File: config.mk
export PLATFORM = sky130hd
export DESIGN_NAME = dual_rail_trim_tuner
export DESIGN_NICKNAME = d
export VERILOG_FILES = /design/src/rtl/drtt_pkg.sv /design/src/rtl/drtt_cfg.sv /design/src/rtl/drtt_step.sv /design/src/rtl/dual_rail_trim_tuner.sv
export SDC_FILE = /design/constraint.sdc
export NUM_CORES = 1
export LEC_CHECK = 0
export BUFFER_PORTS_ARGS = -buffer_cell sky130_fd_sc_hd__buf_2
export CAP_MARGIN = 20
export CORE_MARGIN = 2
export CORE_UTILIZATION = 51
export CTS_CLUSTER_SIZE = 30
export DETAILED_ROUTE_END_ITERATION = 12
export MAX_ROUTING_LAYER = met4
export PLACE_DENSITY = 0.78
export SLEW_MARGIN = 10
export SYNTH_ARGS = -nofsm -noshare
export SYNTH_HDL_FRONTEND = slang
export SYNTH_SLANG_ARGS = --single-unit
export TNS_END_PERCENT = 1
File: constraint.sdc
create_clock -name aclk -period 18.5 [get_ports aclk]
set_input_delay 0.925 -clock aclk [delete_from_list [all_inputs] [get_ports aclk]]
set_output_delay 0.925 -clock aclk [all_outputs]
set_load 0.1 [all_outputs]
File: src/rtl/drtt_pkg.sv
package drtt_pkg;

    localparam int TRIM_BITS    = 5;
    localparam int MAX_ATTEMPTS = 10;

    localparam int TRIM_FIELD_W = 5;
    localparam int WORD_W       = 10;
    localparam int MV_W         = 12;
    localparam int MON_W        = 11;
    localparam int TOL_W        = 8;
    localparam int ERR_W        = 13;
    localparam int ATT_W        = 8;
    localparam int STATUS_W     = 2;

    localparam logic [TRIM_BITS-1:0] TRIM_MAX = {TRIM_BITS{1'b1}};
    localparam logic [TRIM_BITS-1:0] TRIM_MID = TRIM_BITS'(1 << (TRIM_BITS - 1));
    localparam logic [ERR_W-1:0]     ERR_ALL  = {ERR_W{1'b1}};
    localparam logic [ATT_W-1:0]     ATT_MAX  = {ATT_W{1'b1}};
    localparam logic [ATT_W-1:0]     ATT_LIMIT = ATT_W'(MAX_ATTEMPTS);

    localparam logic [MV_W-1:0]  DIG_TARGET_RST = 12'd1300;
    localparam logic [MV_W-1:0]  ANA_TARGET_RST = 12'd1200;
    localparam logic [TOL_W-1:0] DIG_TOL_RST    = 8'd20;
    localparam logic [TOL_W-1:0] ANA_TOL_RST    = 8'd20;

    // Register indexes on the configuration port.
    localparam logic [1:0] REG_DIG_TARGET = 2'd0;
    localparam logic [1:0] REG_ANA_TARGET = 2'd1;
    localparam logic [1:0] REG_DIG_TOL    = 2'd2;
    localparam logic [1:0] REG_ANA_TOL    = 2'd3;

    localparam logic [STATUS_W-1:0] STATUS_WANT   = 2'd0;
    localparam logic [STATUS_W-1:0] STATUS_TUNED  = 2'd1;
    localparam logic [STATUS_W-1:0] STATUS_FAILED = 2'd2;

    localparam logic OP_START   = 1'b0;
    localparam logic RAIL_DIG   = 1'b0;
    localparam logic RAIL_ANA   = 1'b1;

    typedef enum logic [2:0] {
        PH_IDLE     = 3'd0,
        PH_DIG_INIT = 3'd1,
        PH_DIG_SCAN = 3'd2,
        PH_ANA_INIT = 3'd3,
        PH_ANA_SCAN = 3'd4,
        PH_TUNED    = 3'd5,
        PH_FAILED   = 3'd6
    } phase_t;

    typedef struct packed {
        logic [MV_W-1:0]  dig_target;
        logic [MV_W-1:0]  ana_target;
        logic [TOL_W-1:0] dig_tol;
        logic [TOL_W-1:0] ana_tol;
    } cfg_t;

    typedef struct packed {
        logic [WORD_W-1:0]       trim_word;
        logic                    measure_rail;
        logic [STATUS_W-1:0]     status;
        logic [TRIM_FIELD_W-1:0] best_digital_trim;
        logic [TRIM_FIELD_W-1:0] best_analog_trim;
        logic [ATT_W-1:0]        attempt_count;
    } result_t;

    // Analog trim above digital trim, cut to the word width.
    function automatic logic [WORD_W-1:0] pack_trims(input logic [TRIM_BITS-1:0] ana,
                                                     input logic [TRIM_BITS-1:0] dig);
        logic [15:0] tmp;
        tmp = (16'(ana) << TRIM_BITS) | 16'(dig);
        return tmp[WORD_W-1:0];
    endfunction

    function automatic logic [TRIM_FIELD_W-1:0] trim_field(input logic [TRIM_BITS-1:0] t);
        logic [15:0] tmp;
        tmp = 16'(t);
        return tmp[TRIM_FIELD_W-1:0];
    endfunction

endpackage

File: src/rtl/drtt_cfg.sv
module drtt_cfg
    import drtt_pkg::*;
(
    input  logic        aclk,
    input  logic        aresetn,
    input  logic        psel,
    input  logic        penable,
    input  logic        pwrite,
    input  logic [3:0]  paddr,
    input  logic [31:0] pwdata,
    output logic [31:0] prdata,
    output logic        pready,
    output cfg_t        cfg
);

    cfg_t       cfg_reg;
    logic       wr_en;
    logic [1:0] idx;

    assign pready = 1'b1;
    assign wr_en  = psel && penable && pwrite;
    assign idx    = paddr[3:2];
    assign cfg    = cfg_reg;

    always_ff @(posedge aclk) begin
        if (!aresetn) begin
            cfg_reg.dig_target <= DIG_TARGET_RST;
            cfg_reg.ana_target <= ANA_TARGET_RST;
            cfg_reg.dig_tol    <= DIG_TOL_RST;
            cfg_reg.ana_tol    <= ANA_TOL_RST;
        end else if (wr_en) begin
            case (idx)
                REG_DIG_TARGET: cfg_reg.dig_target <= pwdata[MV_W-1:0];
                REG_ANA_TARGET: cfg_reg.ana_target <= pwdata[MV_W-1:0];
                REG_DIG_TOL:    cfg_reg.dig_tol    <= pwdata[TOL_W-1:0];
                REG_ANA_TOL:    cfg_reg.ana_tol    <= pwdata[TOL_W-1:0];
                default: ;
            endcase
        end
    end

    always_comb begin
        case (idx)
            REG_DIG_TARGET: prdata = 32'(cfg_reg.dig_target);
            REG_ANA_TARGET: prdata = 32'(cfg_reg.ana_target);
            REG_DIG_TOL:    prdata = 32'(cfg_reg.dig_tol);
            REG_ANA_TOL:    prdata = 32'(cfg_reg.ana_tol);
            default:        prdata = 32'd0;
        endcase
    end

endmodule

File: src/rtl/drtt_step.sv
module drtt_step
    import drtt_pkg::*;
(
    input  logic             aclk,
    input  logic             aresetn,
    input  logic             step_en,
    input  logic             op,
    input  logic [MON_W-1:0] monitor_mv,
    input  cfg_t             cfg,
    output result_t          res
);

    phase_t                phase_reg, phase_next;
    logic                  scan_up_reg, scan_up_next;
    logic                  stop_up_reg, stop_up_next;
    logic [TRIM_BITS-1:0]  scan_trim_reg, scan_trim_next;
    logic [ERR_W-1:0]      best_err_reg, best_err_next;
    logic [TRIM_BITS-1:0]  best_trim_reg, best_trim_next;
    logic [TRIM_BITS-1:0]  chosen_reg, chosen_next;
    logic [MV_W-1:0]       live_dig_reg, live_dig_next;
    logic [MV_W-1:0]       live_ana_reg, live_ana_next;
    logic [ATT_W-1:0]      att_reg, att_next;

    logic                  ana;
    logic [MV_W-1:0]       reading, target, diff, lowered;
    logic [TOL_W-1:0]      tol;
    logic [TOL_W:0]        tol2;
    logic                  stop;
    logic [WORD_W-1:0]     word;
    logic                  rail;
    logic [STATUS_W-1:0]   status;

    always_ff @(posedge aclk) begin
        if (!aresetn) begin
            phase_reg     <= PH_IDLE;
            scan_up_reg   <= 1'b0;
            stop_up_reg   <= 1'b0;
            scan_trim_reg <= TRIM_MID;
            best_err_reg  <= ERR_ALL;
            best_trim_reg <= '0;
            chosen_reg    <= '0;
            live_dig_reg  <= DIG_TARGET_RST;
            live_ana_reg  <= ANA_TARGET_RST;
            att_reg       <= '0;
        end else if (step_en) begin
            phase_reg     <= phase_next;
            scan_up_reg   <= scan_up_next;
            stop_up_reg   <= stop_up_next;
            scan_trim_reg <= scan_trim_next;
            best_err_reg  <= best_err_next;
            best_trim_reg <= best_trim_next;
            chosen_reg    <= chosen_next;
            live_dig_reg  <= live_dig_next;
            live_ana_reg  <= live_ana_next;
            att_reg       <= att_next;
        end
    end

    assign ana     = (phase_reg == PH_ANA_INIT) || (phase_reg == PH_ANA_SCAN);
    assign reading = {monitor_mv, 1'b0};
    assign target  = ana ? live_ana_reg : live_dig_reg;
    assign tol     = ana ? cfg.ana_tol : cfg.dig_tol;
    assign tol2    = {tol, 1'b0};
    assign diff    = (reading > target) ? reading - target : target - reading;
    assign lowered = (target > MV_W'(tol2)) ? target - MV_W'(tol2) : '0;

    always_comb begin
        phase_next     = phase_reg;
        scan_up_next   = scan_up_reg;
        stop_up_next   = stop_up_reg;
        scan_trim_next = scan_trim_reg;
        best_err_next  = best_err_reg;
        best_trim_next = best_trim_reg;
        chosen_next    = chosen_reg;
        live_dig_next  = live_dig_reg;
        live_ana_next  = live_ana_reg;
        att_next       = att_reg;
        word           = pack_trims(TRIM_MID, TRIM_MID);
        rail           = RAIL_DIG;
        status         = STATUS_WANT;
        stop           = 1'b0;

        if (op == OP_START) begin
            att_next       = '0;
            live_dig_next  = cfg.dig_target;
            live_ana_next  = cfg.ana_target;
            phase_next     = PH_DIG_INIT;
            scan_up_next   = 1'b0;
            stop_up_next   = 1'b0;
            scan_trim_next = TRIM_MID;
            best_err_next  = ERR_ALL;
            best_trim_next = '0;
            chosen_next    = '0;
        end else begin
            case (phase_reg)
                PH_DIG_INIT, PH_ANA_INIT: begin
                    scan_up_next   = (reading <= target);
                    stop_up_next   = (reading < target);
                    scan_trim_next = TRIM_MID;
                    best_err_next  = ERR_ALL;
                    best_trim_next = '0;
                    if (ana) begin
                        phase_next = PH_ANA_SCAN;
                        word       = pack_trims(TRIM_MID, chosen_reg);
                        rail       = RAIL_ANA;
                    end else begin
                        phase_next = PH_DIG_SCAN;
                    end
                end
                PH_DIG_SCAN, PH_ANA_SCAN: begin
                    if (ERR_W'(diff) < best_err_reg) begin
                        best_err_next  = ERR_W'(diff);
                        best_trim_next = scan_trim_reg;
                    end
                    if (stop_up_reg) begin
                        stop = ERR_W'(reading) > (ERR_W'(target) + ERR_W'(tol));
                    end else begin
                        stop = (target >= MV_W'(tol)) && (reading < target - MV_W'(tol));
                    end
                    if (scan_up_reg && (scan_trim_reg >= TRIM_MAX)) begin
                        stop = 1'b1;
                    end
                    if (!scan_up_reg && (scan_trim_reg == '0)) begin
                        stop = 1'b1;
                    end

                    if (!stop) begin
                        scan_trim_next = scan_up_reg ? scan_trim_reg + 1'b1
                                                     : scan_trim_reg - 1'b1;
                        if (ana) begin
                            word = pack_trims(scan_trim_next, chosen_reg);
                            rail = RAIL_ANA;
                        end else begin
                            word = pack_trims(TRIM_MID, scan_trim_next);
                        end
                    end else if (best_err_next > ERR_W'(tol)) begin
                        // Rail out of tolerance: lower its target and retry the chip, or fail at the attempt limit.
                        if (ana) begin
                            live_ana_next = lowered;
                        end else begin
                            live_dig_next = lowered;
                        end
                        if (att_reg < ATT_MAX) begin
                            att_next = att_reg + 1'b1;
                        end
                        scan_up_next   = 1'b0;
                        stop_up_next   = 1'b0;
                        scan_trim_next = TRIM_MID;
                        best_err_next  = ERR_ALL;
                        best_trim_next = '0;
                        chosen_next    = '0;
                        if (att_next >= ATT_LIMIT) begin
                            phase_next = PH_FAILED;
                            status     = STATUS_FAILED;
                        end else begin
                            phase_next = PH_DIG_INIT;
                        end
                    end else if (!ana) begin
                        chosen_next    = best_trim_next;
                        best_trim_next = '0;
                        best_err_next  = ERR_ALL;
                        phase_next     = PH_ANA_INIT;
                        word           = pack_trims(TRIM_MID, chosen_next);
                        rail           = RAIL_ANA;
                    end else begin
                        phase_next = PH_TUNED;
                        word       = pack_trims(best_trim_next, chosen_reg);
                        status     = STATUS_TUNED;
                    end
                end
                PH_TUNED: begin
                    word   = pack_trims(best_trim_reg, chosen_reg);
                    status = STATUS_TUNED;
                end
                PH_FAILED: begin
                    status = STATUS_FAILED;
                end
                default: ;
            endcase
        end
    end

    always_comb begin
        res.trim_word         = word;
        res.measure_rail      = rail;
        res.status            = status;
        res.best_digital_trim = trim_field(chosen_next);
        res.best_analog_trim  = ((phase_next == PH_ANA_SCAN) || (phase_next == PH_TUNED))
                                ? trim_field(best_trim_next) : '0;
        res.attempt_count     = att_next;
    end

endmodule

File: src/rtl/dual_rail_trim_tuner.sv
// Channel  | Direction | Handshake                  | Payload
// ---------+-----------+----------------------------+-------------------------------------
// s_       | in        | s_tvalid / s_tready        | s_tuser operation, s_tdata monitor_mv
// m_       | out       | m_tvalid / m_tready        | m_tuser status, m_tdata trim results
// APB      | in        | psel / penable, pready = 1 | four configuration registers
//
// Every accepted input transaction yields exactly one output transaction, via the input and
// result registers. One transaction is accepted per cycle while m_tready does not stall; the
// rate is set by the single step stage, which holds the tuning state and updates it once per
// transaction. Reset (aresetn low, synchronous) empties both pipeline registers and returns
// the tuner to idle with register reset values. A stall on m_tready holds the result register
// and the input register keeps taking one more transaction before s_tready drops.
module dual_rail_trim_tuner
    import drtt_pkg::*;
(
    input  logic        aclk,
    input  logic        aresetn,

    input  logic        s_tvalid,
    output logic        s_tready,
    input  logic [15:0] s_tdata,   // [10:0] monitor_mv, [15:11] zero
    input  logic [0:0]  s_tuser,   // [0] operation

    output logic        m_tvalid,
    input  logic        m_tready,
    // [9:0] trim_word, [10] measure_rail, [15:11] best_digital_trim,
    // [20:16] best_analog_trim, [28:21] attempt_count, [31:29] zero
    output logic [31:0] m_tdata,
    output logic [1:0]  m_tuser,   // [1:0] status

    input  logic        psel,
    input  logic        penable,
    input  logic        pwrite,
    input  logic [3:0]  paddr,
    input  logic [31:0] pwdata,
    output logic [31:0] prdata,
    output logic        pready
);

    cfg_t             cfg;
    result_t          res;

    logic             in_valid_reg;
    logic             in_op_reg;
    logic [MON_W-1:0] in_mon_reg;
    logic             out_valid_reg;
    result_t          out_res_reg;
    logic             advance;

    // The step stage fires whenever an input is held and the result register can take it.
    assign advance  = in_valid_reg && (!out_valid_reg || m_tready);
    assign s_tready = !in_valid_reg || advance;

    drtt_cfg u_cfg (
        .aclk    (aclk),
        .aresetn (aresetn),
        .psel    (psel),
        .penable (penable),
        .pwrite  (pwrite),
        .paddr   (paddr),
        .pwdata  (pwdata),
        .prdata  (prdata),
        .pready  (pready),
        .cfg     (cfg)
    );

    drtt_step u_step (
        .aclk       (aclk),
        .aresetn    (aresetn),
        .step_en    (advance),
        .op         (in_op_reg),
        .monitor_mv (in_mon_reg),
        .cfg        (cfg),
        .res        (res)
    );

    // Input register.
    always_ff @(posedge aclk) begin
        if (!aresetn) begin
            in_valid_reg <= 1'b0;
        end else if (s_tready) begin
            in_valid_reg <= s_tvalid;
        end
    end

    always_ff @(posedge aclk) begin
        if (s_tready && s_tvalid) begin
            in_op_reg  <= s_tuser[0];
            in_mon_reg <= s_tdata[MON_W-1:0];
        end
    end

    // Result register.
    always_ff @(posedge aclk) begin
        if (!aresetn) begin
            out_valid_reg <= 1'b0;
        end else if (advance) begin
            out_valid_reg <= 1'b1;
        end else if (m_tready) begin
            out_valid_reg <= 1'b0;
        end
    end

    always_ff @(posedge aclk) begin
        if (advance) begin
            out_res_reg <= res;
        end
    end

    assign m_tvalid = out_valid_reg;
    assign m_tuser  = out_res_reg.status;
    assign m_tdata  = {3'd0,
                       out_res_reg.attempt_count,
                       out_res_reg.best_analog_trim,
                       out_res_reg.best_digital_trim,
                       out_res_reg.measure_rail,
                       out_res_reg.trim_word};

endmodule
==> results by group <==
Worst setup path
  – Worst path max stage delay: 1.02 ns
  – Critical path start-end classification: reg -> reg
  – Setup slack, reg-to-reg: 7.91 ns
  – Worst Path Required: 18.75 ns
  – Type of origin of the critical path: flip-flop
  – Stages on worst setup path: 32
  – WP data arrival: 10.84 ns
  – Path depth of the worst reg2reg path: 32
  – Worst r2r src: u_step.phase_reg[2]$_SDFFE_PN0P_
  – Delay-heaviest family, CP: compound AO/OA/AOI/OAI gates
  – Crit. End Element: flip-flop
  – CP Max Fanout: 22
  – Slowest cell on the critical path: o21ai_1
  – R2r endpoint: u_step.best_err_reg[10]$_SDFFE_PN1P_
  – WP buf/inv: 2

Timing
  – Slew margin rel.: 0.2117
  – Final worst-path cycle share: 0.5723
  – Max Clock Freq: 94.46 MHz
  – Hold Vio Cnt, Final: 0
  – RSZ-0062 raised after global routing: false
  – Fin Hold WS: 0.4673 ns
  – Final TNS setup: 0 ns
  – Clock Skew: 0.01361 ns
  – Final worst path period need: 10.59 ns
  – Max Slew Vio Count: 0
  – Number of setup violations in the final report: 0
  – Worst-margin pin slew: 1.175 ns

Min path
  – Cells on Worst Hold Path: 2
  – HP Class: reg -> reg
  – Hold Path Sink: u_step.live_dig_reg[9]$_SDFFE_PN0P_
  – Worst hold path startpoint: u_step.live_dig_reg[9]$_SDFFE_PN0P_

Clocking
  – CTS Hold Buffers Added: 0
  – Clock root buffer: clkbuf_16
  – CTS H-tree lvls: 4
  – Clk slew on worst S/H paths: 0.07 ns
  – Worst-skew pair later-pin latency: 0.44 ns
  – Setup repair bufs after CTS: 0
  – Num CTS Buffers: 17
  – Max clock buf depth: 2
  – TritonCTS clock tree: yes
  – CTS resizes: 0
  – Clock Sink Count: 150

Floorplan
  – Initial core utilization: 0.5146
  – Die W: 154.4 µm
  – Cell Rows: 55
  – Area of the die: 23,850 µm²
  – Core region area: 22,430 µm²
  – IO Pins: 129
  – Die H: 154.4 µm

Global route
  – Vias in the first global route: 9,860
  – Largest net degree at the start of global routing: 57
  – First-pass GRT wire length: 52,340 µm
  – Antenna violations before repair: 0
  – GRT Resource Usage Total: 0.2814
  – Total congestion overflow: 0

Layout
  – N_diodes: 0
  – Multi-input logic area: 7381 µm²
  – # nets final: 1,584
  – Most frequent cells in the layout: nand2_1, a21oi_1, nor2_1, dfxtp_1, ha_1
  – Number of non-filler instances in the completed layout: 1,733
  – Fillers: 2,055
  – Syn-to-layout area delta: 8.704%
  – Reg area: 3433 µm²
  – Most common cell after layout, fill and taps aside: nand2_1
  – Max FFs per register: 40
  – Share of post-route cells with drive strength above 1: 0.1250

Yosys
  – Syn Inst Count: 1,407
  – Unique masters post-synth: 95
  – Sequential area share after synthesis: 0.2974
  – Synth Warn #: 0
  – Number of synthesized register bits: 150
  – Prevailing post-synth register cell: dfxtp_1
  – Number of flops mapped to enable cells by yosys: 43
  – Synth area leaders: dfxtp_1, edfxtp_1, ha_1
  – Post-synth ARST share: 0
  – Post-synth top area share: 0.1856
  – Mapped cell area: 11,540 µm²
  – Synthesized area per cell: 8.204 µm²
  – Yosys top cell by area: dfxtp_1

Pwr
  – Pwr dens: 76.88 nW/µm²
  – IR drop worst, VDD: 0.00005980 V
  – Final Power: 0.9647 mW
  – Leakage power: 5.162 nW

Detailed routing
  – Top sig layer: met4
  – DR vias/cell: 6.220
  – DRT iter0 DRCs: 1,152
  – DRC violations left: 0
  – First-pass detailed-route iteration total: 7
  – Routed wl met3: 2765 µm
  – Drt wl/cell: 19.02 µm
  – Final ANT Viol Nets: 0
  – Met1 WL: 13,900 µm
  – Final WL: 32,960 µm
  – WL met2: 15,110 µm
  – Total vias in the final route: 10,780

Status
  – Status: complete, no violations

Place
  – Final Wtd Congestion: 0.9956
  – PortBufs: 77
  – Post-DP HPWL: 24,290 µm
  – Cells after DPL: 1,701

Flow run
  – Maximum capacitance violations: 0
[layout make-up]
class,count,share of cell area
multi-input cells,1093,0.5882
repair buffers,94,0.04088
clock inverters,14,0.01107
inverters,79,0.02363
flip-flops and latches,150,0.2736
well taps,285,0.02842
clock buffers,18,0.03420
[report_power, final]
part	switching [mW]	internal [mW]	total, mW
clock network	0.163	0.178	0.342
registers	0.00756	0.348	0.355
logic	0.184	0.0837	0.268
[metrics by stage]
stage,setup slack [ns],cell area [µm²],util
after floorplan,9.894,11630,-
after global placement,8.399,11980,0.5340
after detailed placement,8.187,11980,0.5340
after CTS,8.171,12550,0.5593
after global routing,7.269,12550,0.5593
final,7.913,12550,0.5593
[worst max-delay path by stage]
stage,slack [ns],start,endpoint
final,7.91,u_step.phase_reg[2]$_SDFFE_PN0P_,u_step.best_err_reg[10]$_SDFFE_PN1P_
after global routing,7.27,u_step.phase_reg[2]$_SDFFE_PN0P_,u_step.best_err_reg[0]$_SDFFE_PN1P_
after CTS,8.17,u_step.phase_reg[2]$_SDFFE_PN0P_,u_step.best_err_reg[10]$_SDFFE_PN1P_
after detailed placement,8.19,u_step.phase_reg[2]$_SDFFE_PN0P_,u_step.best_err_reg[4]$_SDFFE_PN1P_
after global placement,8.40,u_step.phase_reg[2]$_SDFFE_PN0P_,u_step.best_err_reg[9]$_SDFFE_PN1P_
after floorplan,9.89,u_step.phase_reg[1]$_SDFFE_PN0P_,m_tdata[12]$_DFFE_PP_
[kinds of logic (layout without fill, tap and decap cells)]
family / Yosys count / in the layout / share of synthesized area
multiplexers: 60 / 60 / 0.06124
buffers and inverters: 186 / 205 / 0.07197
adder cells (fa/ha/maj): 92 / 92 / 0.1010
other: 2 / 24 / 0.0006506
AO/OA/AOI/OAI: 392 / 392 / 0.2334
AND/OR/NAND/NOR: 474 / 474 / 0.1956
XOR/XNOR: 51 / 51 / 0.03870
flip-flops: 150 / 150 / 0.2974
[synthesized netlist by cell type (26+ instances only)]
master and number:
o21ai_0 49, inv_1 77, dfxtp_1 107, a21o_1 26
clkbuf_1 56, buf_4 27, mux2i_1 47, nand2_1 194
nor2_1 107, edfxtp_1 43, xnor2_1 39, ha_1 86
nand3_1 26, a21oi_1 110
[per-layer routing]
metal  GRT usage  up-vias
met5           -        -
met4      0.1208        0
met3     0.03783       91
met2      0.4407      555
met1      0.3668     5021
li1            -     5112
[worst min-delay path, delay by kind of cell (launching register included)]
family | cells | cell delay [ns]
multiplexers | 1 | 0.05
flip-flops | 1 | 0.31
AND/OR/NAND/NOR | 1 | 0.05
No activity file was read; power rests on OpenSTA's default activity.
